### src/rtl/two_wire_humidity_sensor_master_top_defines.svh
// Assertion macros for the RTL of the two-wire sensor master.
// Every macro expects clk and rst_n in the scope where it is used.
`ifndef TWO_WIRE_HUMIDITY_SENSOR_MASTER_TOP_DEFINES_SVH
`define TWO_WIRE_HUMIDITY_SENSOR_MASTER_TOP_DEFINES_SVH

// Consequence checked in the same cycle as the antecedent.
`define TWHSM_ASSERT_SAME(label, ante, cons, msg) \
  label: assert property (@(posedge clk) disable iff (!rst_n) (ante) |-> (cons)) \
    else $error(msg);

// Consequence checked in the cycle after the antecedent.
`define TWHSM_ASSERT_NEXT(label, ante, cons, msg) \
  label: assert property (@(posedge clk) disable iff (!rst_n) (ante) |=> (cons)) \
    else $error(msg);

`endif

### src/rtl/twhsm_pkg.sv
`default_nettype none

package twhsm_pkg;

  typedef enum logic [20:0] {
    PH_IDLE      = 21'h000001,
    PH_START     = 21'h000002,
    PH_CPRE      = 21'h000004,
    PH_CSETUP    = 21'h000008,
    PH_CHIGH     = 21'h000010,
    PH_CACKWAIT  = 21'h000020,
    PH_CACKLOW   = 21'h000040,
    PH_CACKHIGH  = 21'h000080,
    PH_GAP       = 21'h000100,
    PH_READYWAIT = 21'h000200,
    PH_RHIGH     = 21'h000400,
    PH_RLOW      = 21'h000800,
    PH_ALOW      = 21'h001000,
    PH_AHIGH     = 21'h002000,
    PH_AEND      = 21'h004000,
    PH_SKIPLOW   = 21'h008000,
    PH_SKIPHIGH  = 21'h010000,
    PH_FSKIPLOW  = 21'h020000,
    PH_FSKIPHIGH = 21'h040000,
    PH_FSTART    = 21'h080000,
    PH_PAUSE     = 21'h100000
  } phase_t;

  localparam int unsigned HALF_W  = 8;
  localparam int unsigned LIMIT_W = 19;
  localparam int unsigned GAP_W   = 8;
  localparam int unsigned PAUSE_W = 17;
  localparam int unsigned CFG_IDX_W  = 2;
  localparam int unsigned CFG_DATA_W = 19;

  localparam logic [CFG_IDX_W-1:0] CFG_IDX_HALF_PERIOD = 2'd0;
  localparam logic [CFG_IDX_W-1:0] CFG_IDX_WAIT_LIMIT  = 2'd1;
  localparam logic [CFG_IDX_W-1:0] CFG_IDX_CMD_GAP     = 2'd2;
  localparam logic [CFG_IDX_W-1:0] CFG_IDX_END_PAUSE   = 2'd3;

  localparam logic [HALF_W-1:0]  HALF_PERIOD_RST = 8'd4;
  localparam logic [LIMIT_W-1:0] WAIT_LIMIT_RST  = 19'd400000;
  localparam logic [GAP_W-1:0]   CMD_GAP_RST     = 8'd80;
  localparam logic [PAUSE_W-1:0] END_PAUSE_RST   = 17'd100000;

  localparam logic [7:0] CMD_TEMPERATURE = 8'h03;
  localparam logic [7:0] CMD_HUMIDITY    = 8'h05;

  typedef struct packed {
    logic [HALF_W-1:0]  half_period_ticks;
    logic [LIMIT_W-1:0] wait_limit_ticks;
    logic [GAP_W-1:0]   command_gap_ticks;
    logic [PAUSE_W-1:0] end_pause_ticks;
  } cfg_t;

  typedef struct packed {
    logic        clock_out;
    logic        data_drive_low;
    logic        busy_res;
    logic        done_res;
    logic [15:0] temperature_raw;
    logic [15:0] humidity_raw;
    logic        wait_failed;
  } res_t;

endpackage

`default_nettype wire

### src/rtl/two_wire_humidity_sensor_master_top.sv
// Two-wire sensor master clocked by time-base ticks: every input word is one tick and
// yields one result word holding the line levels, status and the last raw readings.
// A word passes through an input register, one step of the sequencer and a result
// register; one word is taken in every cycle while out_stall is low, as the sequencer
// steps within the cycle.  The user must write configuration only while no word is
// in flight; the block itself does not enforce this.
`default_nettype none

`include "two_wire_humidity_sensor_master_top_defines.svh"

module two_wire_humidity_sensor_master_top (
  input  logic                              clk,
  input  logic                              rst_n,
  input  logic                              in_valid,
  output logic                              in_stall,
  input  logic                              in_start_req,
  input  logic                              in_data_in,
  input  logic                              in_abort_n,
  output logic                              out_valid,
  input  logic                              out_stall,
  output logic                              out_clock_out,
  output logic                              out_data_drive_low,
  output logic                              out_busy_res,
  output logic                              out_done_res,
  output logic [15:0]                       out_temperature_raw,
  output logic [15:0]                       out_humidity_raw,
  output logic                              out_wait_failed,
  input  logic                              cfg_we,
  input  logic [twhsm_pkg::CFG_IDX_W-1:0]   cfg_index,
  input  logic [twhsm_pkg::CFG_DATA_W-1:0]  cfg_wdata
);
  import twhsm_pkg::*;

  logic in_valid_r;
  logic in_start_req_r;
  logic in_data_in_r;
  logic in_abort_n_r;
  logic out_valid_r;
  res_t out_res_r;

  cfg_t cfg;
  res_t step_res;
  logic out_ready;
  logic advance;
  logic in_ready;

  assign out_ready = !out_valid_r || !out_stall;
  assign advance   = in_valid_r && out_ready;
  assign in_ready  = !in_valid_r || advance;
  assign in_stall  = !in_ready;

  twhsm_cfg_regs u_cfg_regs (
    .clk       (clk),
    .rst_n     (rst_n),
    .cfg_we    (cfg_we),
    .cfg_index (cfg_index),
    .cfg_wdata (cfg_wdata),
    .cfg       (cfg)
  );

  twhsm_core u_core (
    .clk       (clk),
    .rst_n     (rst_n),
    .step_en   (advance),
    .start_req (in_start_req_r),
    .data_in   (in_data_in_r),
    .abort_n   (in_abort_n_r),
    .cfg       (cfg),
    .res       (step_res)
  );

  always_ff @(posedge clk) begin
    if (!rst_n) begin
      in_valid_r  <= 1'b0;
      out_valid_r <= 1'b0;
    end else begin
      if (in_ready) begin
        in_valid_r <= in_valid;
      end
      if (out_ready) begin
        out_valid_r <= advance;
      end
    end
  end

  always_ff @(posedge clk) begin
    if (in_ready && in_valid) begin
      in_start_req_r <= in_start_req;
      in_data_in_r   <= in_data_in;
      in_abort_n_r   <= in_abort_n;
    end
    if (advance) begin
      out_res_r <= step_res;
    end
  end

  assign out_valid           = out_valid_r;
  assign out_clock_out       = out_res_r.clock_out;
  assign out_data_drive_low  = out_res_r.data_drive_low;
  assign out_busy_res        = out_res_r.busy_res;
  assign out_done_res        = out_res_r.done_res;
  assign out_temperature_raw = out_res_r.temperature_raw;
  assign out_humidity_raw    = out_res_r.humidity_raw;
  assign out_wait_failed     = out_res_r.wait_failed;

  `TWHSM_ASSERT_SAME(a_done_while_busy, out_valid_r && out_res_r.done_res, out_res_r.busy_res, "done word shown outside a measurement cycle")
  `TWHSM_ASSERT_SAME(a_idle_lines_released, out_valid_r && !out_res_r.busy_res, !out_res_r.clock_out && !out_res_r.data_drive_low, "lines driven while idle")
  `TWHSM_ASSERT_NEXT(a_held_word_kept, in_valid_r && out_valid_r && out_stall, in_valid_r, "word in the input register lost while the result side stalls")

endmodule

`default_nettype wire

### src/rtl/twhsm_cfg_regs.sv
`default_nettype none

module twhsm_cfg_regs (
  input  logic                                clk,
  input  logic                                rst_n,
  input  logic                                cfg_we,
  input  logic [twhsm_pkg::CFG_IDX_W-1:0]     cfg_index,
  input  logic [twhsm_pkg::CFG_DATA_W-1:0]    cfg_wdata,
  output twhsm_pkg::cfg_t                     cfg
);
  import twhsm_pkg::*;

  cfg_t cfg_r;

  always_ff @(posedge clk) begin
    if (!rst_n) begin
      cfg_r.half_period_ticks <= HALF_PERIOD_RST;
      cfg_r.wait_limit_ticks  <= WAIT_LIMIT_RST;
      cfg_r.command_gap_ticks <= CMD_GAP_RST;
      cfg_r.end_pause_ticks   <= END_PAUSE_RST;
    end else if (cfg_we) begin
      case (cfg_index)
        CFG_IDX_HALF_PERIOD: cfg_r.half_period_ticks <= cfg_wdata[HALF_W-1:0];
        CFG_IDX_WAIT_LIMIT:  cfg_r.wait_limit_ticks  <= cfg_wdata[LIMIT_W-1:0];
        CFG_IDX_CMD_GAP:     cfg_r.command_gap_ticks <= cfg_wdata[GAP_W-1:0];
        CFG_IDX_END_PAUSE:   cfg_r.end_pause_ticks   <= cfg_wdata[PAUSE_W-1:0];
        default: begin
        end
      endcase
    end
  end

  assign cfg = cfg_r;

endmodule

`default_nettype wire

### src/rtl/twhsm_core.sv
`default_nettype none

module twhsm_core (
  input  logic            clk,
  input  logic            rst_n,
  input  logic            step_en,
  input  logic            start_req,
  input  logic            data_in,
  input  logic            abort_n,
  input  twhsm_pkg::cfg_t cfg,
  output twhsm_pkg::res_t res
);
  import twhsm_pkg::*;

  phase_t      phase_r, phase_nxt;
  logic [16:0] tick_count_r, tick_count_nxt;
  logic [3:0]  bit_count_r, bit_count_nxt;
  logic [15:0] shift_word_r, shift_word_nxt;
  logic [18:0] wait_count_r, wait_count_nxt;
  logic        measuring_r, measuring_nxt;
  logic [15:0] temperature_r, temperature_nxt;
  logic [15:0] humidity_r, humidity_nxt;
  logic        failed_r, failed_nxt;
  logic        done_nxt;

  logic [16:0] seg_len;
  logic [16:0] seg_len_eff;
  logic [16:0] tick_inc;
  logic        seg_done;
  logic [16:0] tick_seg;
  logic        wait_fail;
  logic        wait_done;
  logic [18:0] wait_inc;
  logic [7:0]  cmd;
  logic        cmd_low;

  always_comb begin
    case (phase_r)
      PH_START, PH_FSTART: seg_len = {10'd0, cfg.half_period_ticks[7:1]};
      PH_GAP:              seg_len = {9'd0, cfg.command_gap_ticks};
      PH_PAUSE:            seg_len = cfg.end_pause_ticks;
      default:             seg_len = {9'd0, cfg.half_period_ticks};
    endcase
  end

  assign seg_len_eff = (seg_len == 17'd0) ? 17'd1 : seg_len;
  assign tick_inc    = tick_count_r + 17'd1;
  assign seg_done    = (tick_inc >= seg_len_eff);
  assign tick_seg    = seg_done ? 17'd0 : tick_inc;

  assign wait_fail = data_in && ((wait_count_r >= cfg.wait_limit_ticks) || !abort_n);
  assign wait_done = !data_in || wait_fail;
  assign wait_inc  = wait_count_r + 19'd1;

  always_comb begin
    phase_nxt       = phase_r;
    tick_count_nxt  = tick_count_r;
    bit_count_nxt   = bit_count_r;
    shift_word_nxt  = shift_word_r;
    wait_count_nxt  = wait_count_r;
    measuring_nxt   = measuring_r;
    temperature_nxt = temperature_r;
    humidity_nxt    = humidity_r;
    failed_nxt      = failed_r;
    done_nxt        = 1'b0;

    case (phase_r)
      PH_IDLE: begin
        if (start_req) begin
          failed_nxt     = 1'b0;
          measuring_nxt  = 1'b0;
          bit_count_nxt  = 4'd0;
          phase_nxt      = PH_START;
          tick_count_nxt = 17'd0;
          wait_count_nxt = 19'd0;
        end
      end
      PH_START, PH_FSTART: begin
        tick_count_nxt = tick_seg;
        if (seg_done) begin
          if (bit_count_r < 4'd5) begin
            bit_count_nxt = bit_count_r + 4'd1;
          end else begin
            bit_count_nxt  = 4'd0;
            phase_nxt      = (phase_r == PH_START) ? PH_CPRE : PH_PAUSE;
            wait_count_nxt = 19'd0;
          end
        end
      end
      PH_CPRE: begin
        tick_count_nxt = tick_seg;
        if (seg_done) begin
          bit_count_nxt  = 4'd0;
          phase_nxt      = PH_CSETUP;
          wait_count_nxt = 19'd0;
        end
      end
      PH_CSETUP: begin
        tick_count_nxt = tick_seg;
        if (seg_done) begin
          phase_nxt      = PH_CHIGH;
          wait_count_nxt = 19'd0;
        end
      end
      PH_CHIGH: begin
        tick_count_nxt = tick_seg;
        if (seg_done) begin
          wait_count_nxt = 19'd0;
          if (bit_count_r < 4'd7) begin
            bit_count_nxt = bit_count_r + 4'd1;
            phase_nxt     = PH_CSETUP;
          end else begin
            phase_nxt = PH_CACKWAIT;
          end
        end
      end
      PH_CACKWAIT, PH_READYWAIT: begin
        if (wait_done) begin
          if (wait_fail) begin
            failed_nxt = 1'b1;
          end
          tick_count_nxt = 17'd0;
          wait_count_nxt = 19'd0;
          if (phase_r == PH_CACKWAIT) begin
            phase_nxt = PH_CACKLOW;
          end else begin
            bit_count_nxt  = 4'd0;
            shift_word_nxt = 16'd0;
            phase_nxt      = PH_RHIGH;
          end
        end else begin
          wait_count_nxt = wait_inc;
        end
      end
      PH_CACKLOW: begin
        tick_count_nxt = tick_seg;
        if (seg_done) begin
          phase_nxt      = PH_CACKHIGH;
          wait_count_nxt = 19'd0;
        end
      end
      PH_CACKHIGH: begin
        tick_count_nxt = tick_seg;
        if (seg_done) begin
          phase_nxt      = PH_GAP;
          wait_count_nxt = 19'd0;
        end
      end
      PH_GAP: begin
        tick_count_nxt = tick_seg;
        if (seg_done) begin
          phase_nxt      = PH_READYWAIT;
          wait_count_nxt = 19'd0;
        end
      end
      PH_RHIGH: begin
        tick_count_nxt = tick_seg;
        if (seg_done) begin
          shift_word_nxt = {shift_word_r[14:0], data_in};
          phase_nxt      = PH_RLOW;
          wait_count_nxt = 19'd0;
        end
      end
      PH_RLOW: begin
        tick_count_nxt = tick_seg;
        if (seg_done) begin
          wait_count_nxt = 19'd0;
          if (bit_count_r == 4'd7) begin
            bit_count_nxt = 4'd8;
            phase_nxt     = PH_ALOW;
          end else if (bit_count_r >= 4'd15) begin
            bit_count_nxt = 4'd0;
            if (!measuring_r) begin
              temperature_nxt = shift_word_r;
              measuring_nxt   = 1'b1;
              phase_nxt       = PH_SKIPLOW;
            end else begin
              humidity_nxt = shift_word_r;
              done_nxt     = 1'b1;
              phase_nxt    = PH_FSKIPLOW;
            end
          end else begin
            bit_count_nxt = bit_count_r + 4'd1;
            phase_nxt     = PH_RHIGH;
          end
        end
      end
      PH_ALOW: begin
        tick_count_nxt = tick_seg;
        if (seg_done) begin
          phase_nxt      = PH_AHIGH;
          wait_count_nxt = 19'd0;
        end
      end
      PH_AHIGH: begin
        tick_count_nxt = tick_seg;
        if (seg_done) begin
          phase_nxt      = PH_AEND;
          wait_count_nxt = 19'd0;
        end
      end
      PH_AEND: begin
        tick_count_nxt = tick_seg;
        if (seg_done) begin
          phase_nxt      = PH_RHIGH;
          wait_count_nxt = 19'd0;
        end
      end
      PH_SKIPLOW, PH_FSKIPLOW: begin
        tick_count_nxt = tick_seg;
        if (seg_done) begin
          phase_nxt      = (phase_r == PH_SKIPLOW) ? PH_SKIPHIGH : PH_FSKIPHIGH;
          wait_count_nxt = 19'd0;
        end
      end
      PH_SKIPHIGH, PH_FSKIPHIGH: begin
        tick_count_nxt = tick_seg;
        if (seg_done) begin
          wait_count_nxt = 19'd0;
          if (bit_count_r < 4'd8) begin
            bit_count_nxt = bit_count_r + 4'd1;
            phase_nxt     = (phase_r == PH_SKIPHIGH) ? PH_SKIPLOW : PH_FSKIPLOW;
          end else begin
            bit_count_nxt = 4'd0;
            phase_nxt     = (phase_r == PH_SKIPHIGH) ? PH_START : PH_FSTART;
          end
        end
      end
      PH_PAUSE: begin
        if (!abort_n) begin
          phase_nxt      = PH_IDLE;
          tick_count_nxt = 17'd0;
          wait_count_nxt = 19'd0;
        end else begin
          tick_count_nxt = tick_seg;
          if (seg_done) begin
            phase_nxt      = PH_IDLE;
            wait_count_nxt = 19'd0;
          end
        end
      end
      default: begin
        phase_nxt      = PH_IDLE;
        tick_count_nxt = 17'd0;
        wait_count_nxt = 19'd0;
      end
    endcase
  end

  // Line levels follow the state that this tick leaves behind.
  assign cmd     = measuring_nxt ? CMD_HUMIDITY : CMD_TEMPERATURE;
  assign cmd_low = ~cmd[~bit_count_nxt[2:0]];

  always_comb begin
    res.clock_out       = 1'b0;
    res.data_drive_low  = 1'b0;
    res.busy_res        = (phase_nxt != PH_IDLE);
    res.done_res        = done_nxt;
    res.temperature_raw = temperature_nxt;
    res.humidity_raw    = humidity_nxt;
    res.wait_failed     = failed_nxt;
    case (phase_nxt)
      PH_START, PH_FSTART: begin
        res.clock_out = (bit_count_nxt == 4'd1) || (bit_count_nxt == 4'd2) ||
                        (bit_count_nxt >= 4'd4);
        res.data_drive_low = (bit_count_nxt >= 4'd2) && (bit_count_nxt <= 4'd4);
      end
      PH_CSETUP: begin
        res.data_drive_low = cmd_low;
      end
      PH_CHIGH: begin
        res.clock_out      = 1'b1;
        res.data_drive_low = cmd_low;
      end
      PH_CACKHIGH, PH_RHIGH, PH_SKIPHIGH, PH_FSKIPHIGH: begin
        res.clock_out = 1'b1;
      end
      PH_ALOW, PH_AEND: begin
        res.data_drive_low = 1'b1;
      end
      PH_AHIGH: begin
        res.clock_out      = 1'b1;
        res.data_drive_low = 1'b1;
      end
      default: begin
      end
    endcase
  end

  always_ff @(posedge clk) begin
    if (!rst_n) begin
      phase_r       <= PH_IDLE;
      tick_count_r  <= 17'd0;
      bit_count_r   <= 4'd0;
      shift_word_r  <= 16'd0;
      wait_count_r  <= 19'd0;
      measuring_r   <= 1'b0;
      temperature_r <= 16'd0;
      humidity_r    <= 16'd0;
      failed_r      <= 1'b0;
    end else if (step_en) begin
      phase_r       <= phase_nxt;
      tick_count_r  <= tick_count_nxt;
      bit_count_r   <= bit_count_nxt;
      shift_word_r  <= shift_word_nxt;
      wait_count_r  <= wait_count_nxt;
      measuring_r   <= measuring_nxt;
      temperature_r <= temperature_nxt;
      humidity_r    <= humidity_nxt;
      failed_r      <= failed_nxt;
    end
  end

endmodule

`default_nettype wire
### config.mk
export PLATFORM = sky130hd
export DESIGN_NAME = two_wire_humidity_sensor_master_top
export DESIGN_NICKNAME = d
export VERILOG_FILES = /design/src/rtl/twhsm_pkg.sv /design/src/rtl/two_wire_humidity_sensor_master_top.sv /design/src/rtl/twhsm_cfg_regs.sv /design/src/rtl/twhsm_core.sv
export VERILOG_INCLUDE_DIRS = /design/src /design/src/rtl
export SDC_FILE = /design/constraint.sdc
export NUM_CORES = 1
export LEC_CHECK = 0
export BUFFER_PORTS_ARGS = -buffer_cell sky130_fd_sc_hd__buf_2
export CELL_PAD_IN_SITES_DETAIL_PLACEMENT = 1
export CELL_PAD_IN_SITES_GLOBAL_PLACEMENT = 1
export CORE_ASPECT_RATIO = 1.4
export CORE_MARGIN = 8
export CORE_UTILIZATION = 45
export CTS_CLUSTER_DIAMETER = 40
export DETAILED_ROUTE_END_ITERATION = 8
export GPL_TIMING_DRIVEN = 0
export HOLD_SLACK_MARGIN = 0.05
export PLACE_DENSITY_LB_ADDON = 0.1
export SYNTH_ARGS = -nofsm -noshare
export SYNTH_HDL_FRONTEND = slang
export SYNTH_SLANG_ARGS = --single-unit
### constraint.sdc
create_clock -name clk -period 7.08 [get_ports clk]
set_clock_uncertainty 0.15 [all_clocks]
set_input_delay 1.062 -clock clk [delete_from_list [all_inputs] [get_ports clk]]
set_output_delay 1.062 -clock clk [all_outputs]
set_load 0.01 [all_outputs]
; ---- Yosys cells after proc, flatten, opt, wreduce, memory -nomap -nowiden
; Index checks and enable logic that the tools add are counted.
[word_totals]
reg_bits = 205
elab_cells = 212
[op_classes]
bitwise = 5
n_eq_ne = 45
n_lt_le_gt_ge = 10
muxes = 87
n_reduce_logical = 37
addsub = 3
[ops]
columns = cell, count
row1 = 21-bit 2-to-1 mux, 22
row2 = 21-bit one-hot mux with 17 select lines, 1
row3 = 16-bit 2-to-1 mux, 13
row4 = 19-bit 2-to-1 mux, 7
row5 = 19-bit one-hot mux with 5 select lines, 1
row6 = 17-bit 2-to-1 mux, 5
row7 = 17-bit one-hot mux with 4 select lines, 1
row8 = 18-bit 2-to-1 mux, 3
row9 = 4-bit 2-to-1 mux, 13
row10 = 17-bit one-hot mux with 3 select lines, 1
row11 = 21-bit by 11-bit == test with 1-bit output (second input constant), 2
row12 = 21-bit by 13-bit == test with 1-bit output (second input constant), 2
row13 = 21-bit by 14-bit == test with 1-bit output (second input constant), 2
row14 = 21-bit by 15-bit == test with 1-bit output (second input constant), 2
row15 = 21-bit by 17-bit == test with 1-bit output (second input constant), 2
row16 = 21-bit by 19-bit == test with 1-bit output (second input constant), 2
row17 = 21-bit by 2-bit == test with 1-bit output (second input constant), 2
row18 = 21-bit by 20-bit == test with 1-bit output (second input constant), 2
row19 = 21-bit by 4-bit == test with 1-bit output (second input constant), 2
row20 = 21-bit by 5-bit == test with 1-bit output (second input constant), 2
row21 = 21-bit by 8-bit == test with 1-bit output (second input constant), 2
row22 = 16-bit one-hot mux with 2 select lines, 1
row23 = 4-bit one-hot mux with 7 select lines, 1
row24 = 21-bit by 1-bit == test with 1-bit output (second input constant), 1
row25 = other kinds (55), 95

; ---- Longest topological paths before layout
; Gate-level depths: netlist of run 1.
[logic_depth]
ltp_word = 13
mapped_depth = 24
ltp_nobuf = 19

; ---- By module
; A second synthesis of run 1 with hierarchy kept.
[unflattened]
cells_unflattened = 1298
area_unflattened_um2 = 11184.5
[by_module_without_submodules]
columns = module, n_inst, seq_area_each_um2, area_per_inst_um2, cells_each
row1 = twhsm_core, 1, 2222.1, 7881.3, 1045
row2 = twhsm_cfg_regs, 1, 1041.0, 2018.2, 205
row3 = two_wire_humidity_sensor_master_top, 1, 1241.2, 1285.0, 48

; ---- Least setup slack after synthesis of run 1
; No wires, ideal clock.
[synth_timing]
path_kind = reg2reg
start = reg u_core.phase_r[17]
end = reg out_res_r (netlist bit out_clock_out) (data pin)
setup_slack_ns = 1.689
t_required_ns = 6.658
n_path_buf = 3
period_less_slack_ns = 5.391
arrival_time_ns = 4.969
path_stages_with_launch = 22
path_cell_list = dfxtp_1 clkbuf_1 nor4_4 nand3_2 nor4_1 clkbuf_1 a222oi_1 a21boi_0 nand4_1 or2_1 nand3_1 ha_1 inv_1 nor4_1 a211oi_1 o211a_1 clkbuf_1 o21ai_1 nand4_1 a211oi_1 o2111ai_1 or4_1
[synth_lines]
columns = item, line
row1 = start: declaration, twhsm_core.sv:15  ; phase_t phase_r, phase_nxt;
row2 = start signal: assignment, twhsm_core.sv:302  ; phase_r <= phase_nxt;
row3 = end signal: assignment, two_wire_humidity_sensor_master_top.sv:93  ; out_res_r <= step_res;
row4 = end: declaration, two_wire_humidity_sensor_master_top.sv:39  ; res_t out_res_r;

==> results of run 1 <==
-- registers in the layout (all words and copies together) (netlist names) --
signal,flops
in_abort_n_r,1
in_data_in_r,1
in_start_req_r,1
in_valid_r,1
out_busy_res,1
out_clock_out,1
out_data_drive_low,1
out_done_res,1
out_humidity_raw,16
out_temperature_raw,16
out_valid,1
out_wait_failed,1
u_cfg_regs.cfg,52
u_core.bit_count_r,4
u_core.failed_r,1
u_core.humidity_r,16
u_core.measuring_r,1
u_core.phase_r,21
u_core.shift_word_r,16
u_core.temperature_r,16
u_core.tick_count_r,17
u_core.wait_count_r,19
-- where the power goes --
group,internal [mW],total (mW),switching [mW]
combinational,0.0788,0.246,0.167
clock,0.892,1.50,0.606
sequential,1.23,1.26,0.0226
total,2.20,3.00,0.795
-- kinds of logic (layout without fill, tap and decap cells) --
| kind of cell | after synthesis | count (layout) | share of synthesized area [%] |
|---|---|---|---|
| AO/OA/AOI/OAI | 269 | 269 | 15.4 |
| XOR/XNOR | 22 | 22 | 1.75 |
| adder cells (fa/ha/maj) | 41 | 41 | 4.66 |
| buffers and inverters | 110 | 231 | 4.02 |
| flip-flops | 205 | 205 | 40.9 |
| multiplexers | 43 | 43 | 4.27 |
| AND/OR/NAND/NOR | 653 | 653 | 29.0 |
-- tightest hold or removal path, delay by kind of cell (launching register included) --
kind	cells	cell delay, ns
DFF	1	0.31
and+or+nand+nor	1	0.05
AOI/OAI and AO/OA	1	0.05
-- final timing paths --
kind	slack, ns	to	start	cells past startpoint
worst min register to register	0.31	u_cfg_regs.cfg[27]	u_cfg_regs.cfg[27]	2
worst max register to register	0.23	out_clock_out	u_core.phase_r[17]	21
worst min-delay path	0.31	u_cfg_regs.cfg[27]	u_cfg_regs.cfg[27]	2
worst max-delay path	0.23	out_clock_out	u_core.phase_r[17]	21
-- metal layers --
metal	routed length, µm	GRT usage, %	vias to the layer above
li1	-	-	5005
met1	15100	26.7	5148
met2	20100	46.9	244
met3	1370	3.74	101
met4	1970	13.9	0
met5	0	0	-
-- synth_stat cells (all sizes together), types with 13 or more instances --
cell,number,area (µm²)
buf,19,101
nand2,195,732
o21a,14,105
inv,28,105
edfxtp,40,1200
nor4,25,218
and3,19,124
nand4,25,156
clkbuf,62,233
a211oi,13,103
dfxtp,165,3300
a21oi,112,564
nand3,56,285
mux2,32,360
nor3,72,387
nor2,170,641
ha,41,513
o21ai,46,230
nor2b,13,81.3
-- area by class of cell --
class	count	area, µm²
well taps	310	388
flip-flops and latches	205	4500
clock buffers	36	793
inverters	29	109
multi-input cells	1028	6110
fillers	2937	11200
plain buffers	80	338
repair buffers	67	350
clock inverters	19	224
-- through the flow --
| step | worst slack, ns | instance area [µm²] | hold slack, ns | setup TNS, ns | cells |
|---|---|---|---|---|---|
| 6_report | 0.228 | 12800 | 0.309 | 0 | 1774 |
| 5_1_grt | 0.0220 | 12800 | 0.328 | 0 | 1774 |
| 4_1_cts | 0.0259 | 12800 | 0.307 | 0 | 1775 |
| 3_5_place_dp | -0.655 | 11800 | 0.298 | -14.95 | 1720 |
| 3_3_place_gp | -0.573 | 11700 | 0.295 | -12.07 | 1719 |
| 2_1_floorplan | 1.69 | 11000 | 0.286 | 0 | 1343 |
-- repair_timing --
item	CTS	global route
endpoints found under the setup margin	48	18
pin swaps	0	0
gates resized for setup	7	6
==> qor.txt, run 1 <==
Initial Util -> 45.9%
synthesis warning total -> 0
total core area -> 24000 µm²
Avg Vias per Cell -> 5.92
crit path cell chain -> clkbuf_1, nor4_4, nand3_2, nor4_4, clkbuf_2, a222oi_1, a21boi_0, nand4_1, or2_1, nand3_1, ha_1, inv_1, nor4_1, a211oi_1, o211a_1, o21ai_2, and2_1, o21ai_0, a21oi_1, o2111ai_1, or4_1
post-route ant nets -> 0
Cells after Synth -> 1343
CP top delay family -> simple AND/OR/NAND/NOR gates
crit path DAT -> 7.00 ns
P_leak -> 4.94 nW
total power -> 3.00 mW
Avg Cell Area, Syn -> 8.20 µm²
first-pass GRT wire length -> 60300 µm
CTS tree -> done
WP buf/inv -> 3
vias in the first global route -> 11200
largest net degree at the start of global routing -> 30
Post-synth top flop -> dfxtp_1
Async SR Flop Fraction -> 0%
Nets -> 1511
most common cell after layout, fill and taps aside -> nand2_1
Slowest cell on crit path -> or4_1
post-synthesis net count -> 1413
DRC -> 0
FP Rows -> 67
Tmin final -> 6.85 ns
Antenna Cells -> 0
Worst-Skew Late Latency -> 0.58 ns
H-tree depth -> 1
Overflow after GRT -> 0
Routability Congestion -> 0.941
initial antenna violation count -> 0
Worst-path clk slew -> 0.06 ns
via count -> 10500
critical path peak fanout -> 10
root buffer cell -> clkbuf_16
MaxCap Viol Count -> 0
Inserted Clock Buffers -> 30
startpoint types -> flip-flop
io pins -> 68
Layout area overhead -> 16.4%
Rel. slew slack -> 40.0%
Post-CTS Setup Repair Bufs -> 0
total setup violations reported at the end of the flow -> 0
IO buf count -> 66
CP Capture Type -> flip-flop
Slew Limit Fails -> 0
unique cell type count in the Yosys netlist -> 82
share of cells above drive strength 1 -> 13.3%
drt total wl -> 38500 µm
RSZ-0062 raised after global routing -> no
Final Util -> 53.4%
sequential fraction of the synthesis area -> 40.9%
worst-margin pin slew -> 0.899 ns
Hold Buf Count CTS -> 0
Max VDD drop -> 208 µV
clock buffer depth -> 3
wire length per cell -> 21.7 µm
Setup CP Type -> flip-flop to flip-flop
commonest non-fill, non-tap cells in the layout -> nand2_1, nor2_1, dfxtp_1
Final Hold Viols -> 0
synthesized area -> 11000 µm²
Post-synth EDFFs -> 40
DR iter-0 viols -> 539
Max Freq -> 146 MHz
Critical Path RT -> 7.23 ns
post-DP HPWL -> 29200 µm
overall routing resource usage -> 25.3%
Yosys reg bits -> 205
Pwr Density -> 234 nW/µm²
cell mode on critical path -> nor4_4
total iterations of the first detailed-routing run -> 7
Crit path largest cell delay -> 0.58 ns
die width -> 148 µm
die height -> 201 µm
clk sink count -> 205
die footprint -> 29800 µm²
HP Class -> flip-flop to flip-flop
Tcrit/Tclk final -> 96.8%
outcome -> finished clean
(Power assumes the default switching activity.)
==> inputs of run 2 (changes only) <==
CORE_ASPECT_RATIO = 0.8   (was 1.4)
CTS_BUF_LIST = sky130_fd_sc_hd__clkbuf_8   (was unset)
==> run 2 against run 1 <==
Effect of this change: register-to-register slack better by 0.095 ns; utilization is 1.3 points lower; sequential share of layout area is 0.54 points higher; combinational power hardly changed; fmax is 1.4% higher; total power is 8.8% lower; critical path depth is 1 lower; hold slack worse by 0.0042 ns; cell count is 1.3% higher; count of clock-buffer cells in the layout is 11 higher; routed wire length is 0.24% lower; flip-flop and latch count stayed put.
==> qor.txt, run 2 (same netlist as run 1, synthesis figures left out) <==
drt total wl -> 38400 µm (-0.24%)
Worst-path clk slew -> 0.06 ns (about the same)
cell mode on critical path -> nand4_1
critical path peak fanout -> 10 (unchanged)
Tmin final -> 6.76 ns (-0.0955 ns)
FP Rows -> 51 (-24%)
CP Capture Type -> flip-flop
die footprint -> 29800 µm² (-0.13%)
commonest non-fill, non-tap cells in the layout -> nand2_1, nor2_1, dfxtp_1
Avg Vias per Cell -> 5.95 (+0.61%)
Overflow after GRT -> 0 (unchanged)
Initial Util -> 45.5% (-0.40 points)
Max Freq -> 148 MHz (+1.4%)
first-pass GRT wire length -> 60600 µm (+0.49%)
worst-margin pin slew -> 1.02 ns (+0.121 ns)
share of cells above drive strength 1 -> 13.7% (+0.34 points)
largest net degree at the start of global routing -> 30 (unchanged)
DRC -> 0 (unchanged)
pre-CTS setup slack -> -0.331 ns (+0.324 ns)
Slew Limit Fails -> 0 (unchanged)
Hold Buf Count CTS -> 0 (unchanged)
post-DP HPWL -> 28500 µm (-2.7%)
clk sink count -> 205 (unchanged)
DR iter-0 viols -> 847 (+57%)
Antenna Cells -> 0 (unchanged)
Final Hold Viols -> 0 (unchanged)
io pins -> 68 (unchanged)
total setup violations reported at the end of the flow -> 0 (unchanged)
Rel. slew slack -> 32.0% (-8.1 points)
crit path cell chain -> clkbuf_1, nor4_2, nand4_1, o22ai_1, clkbuf_2, nor3_1, a21boi_0, nand4_1, or2_1, nand3_1, ha_1, inv_1, nor4_1, a211oi_1, o211a_2, clkbuf_2, clkbuf_1, nor4_1, a2111oi_0, nand4_1
WP buf/inv -> 5 (+2)
Post-CTS Setup Repair Bufs -> 0 (unchanged)
outcome -> finished clean
initial antenna violation count -> 0 (unchanged)
wire length per cell -> 21.4 µm (-1.5%)
IO buf count -> 66 (unchanged)
Slowest cell on crit path -> nor4_2
H-tree depth -> 2 (+1)
Final Util -> 52.2% (-1.3 points)
worst setup margin -> 0.324 ns (+0.0955 ns)
RSZ-0062 raised after global routing -> no
post-route ant nets -> 0 (unchanged)
overall routing resource usage -> 25.6% (+0.30 points)
Critical Path RT -> 7.21 ns (-0.02 ns)
# fillers -> 2972 (+1.2%)
Setup CP Type -> flip-flop to flip-flop
die height -> 156 µm (-22%)
# placed instances -> 1728 (+0.47%)
post-route cell area -> 12600 µm² (-1.5%)
Tcrit/Tclk final -> 95.4% (-1.3 points)
Layout area overhead -> 14.6%
max reg flops -> 52 (unchanged)
Worst-Skew Late Latency -> 0.57 ns (about the same)
Nets -> 1520 (+0.60%)
MaxCap Viol Count -> 0 (unchanged)
CTS tree -> done
area post-placement -> 11800 µm² (about the same)
crit path DAT -> 6.89 ns (-0.11 ns)
most common cell after layout, fill and taps aside -> nand2_1
startpoint types -> flip-flop
root buffer cell -> clkbuf_8
P_leak -> 4.87 nW (-1.3%)
CP top delay family -> compound AO/OA/AOI/OAI gates
Inserted Clock Buffers -> 39 (+30%)
Crit path largest cell delay -> 0.55 ns (-0.03 ns)
die width -> 191 µm (+29%)
total iterations of the first detailed-routing run -> 5 (-2)
clock buffer depth -> 3 (unchanged)
vias in the first global route -> 10800 (-3.6%)
HP Class -> flip-flop to flip-flop
total core area -> 24200 µm² (+0.87%)
Final Non-Filler Cells -> 1797 (+1.3%)
via count -> 10700 (+1.9%)
Routability Congestion -> 0.968 (+2.9%)
Max VDD drop -> 137 µV (-34%)
Pwr Density -> 217 nW/µm² (-7.4%)
## run 2: cell count changes in the layout (fill, tap and decap cells not counted), sizes merged
cell	change
buf	+1
clkbuf	+10
clkinv	-1
inv	+3
clkinvlp	+2
## run 2: final cells by class
cell class	instances	area, µm²	area share (%)
repair buffers	67	350	2.78
multi-input cells	1028	6100	48.3
flip-flops and latches	205	4500	35.7
well taps	318	398	3.15
clock inverters	23	178	1.41
clock buffers	47	647	5.13
plain buffers	80	335	2.66
inverters	29	109	0.863
## run 2: routing by layer
layer,part of all wire (%),track usage [%],vias to the layer above
met4,2.1,7.56,0
li1,-,-,5035
met1,48,35.5,5246
met2,43,38.3,341
met3,7.5,6.88,77
met5,0,0,-
## run 2: per-stage QoR
step	power [mW]	hold WS, ns	TNS, ns
finish	2.74	0.304	0
floorplan	1.42	0.286	0
global route	2.84	0.321	0
CTS	2.76	0.308	0
detailed placement	1.52	0.300	-5.78
global placement	1.51	0.294	-3.52
## run 2: where the power goes
part,internal [mW],leakage (nW),switching [mW],total (mW)
Clock,0.683,0.449,0.550,1.23
Combinational,0.0787,2.70,0.170,0.248
Sequential,1.23,1.72,0.0220,1.26
Total,2.00,4.87,0.742,2.74
## run 2: final timing paths
check / start / to / slack [ns] / cells after the start
worst max-delay path: u_core.phase_r[6] / out_data_drive_low / 0.32 / 20
worst min-delay path: u_cfg_regs.cfg[29] / u_cfg_regs.cfg[29] / 0.30 / 2
worst min register to register: u_cfg_regs.cfg[29] / u_cfg_regs.cfg[29] / 0.30 / 2
worst max register to register: u_core.phase_r[6] / out_data_drive_low / 0.32 / 20
## run 2: timing repair
| item | 4_1_cts | 5_1_grt |
|---|---|---|
| endpoints found under the setup margin | 23 | 49 |
| cloned | 0 | 0 |
| gates resized for setup | 5 | 5 |
## run 2: tightest hold or removal path: stages, from the launching register on
cell	delay [ns]
dfxtp_1	0.30
nand2_1	0.05
a21oi_1	0.05
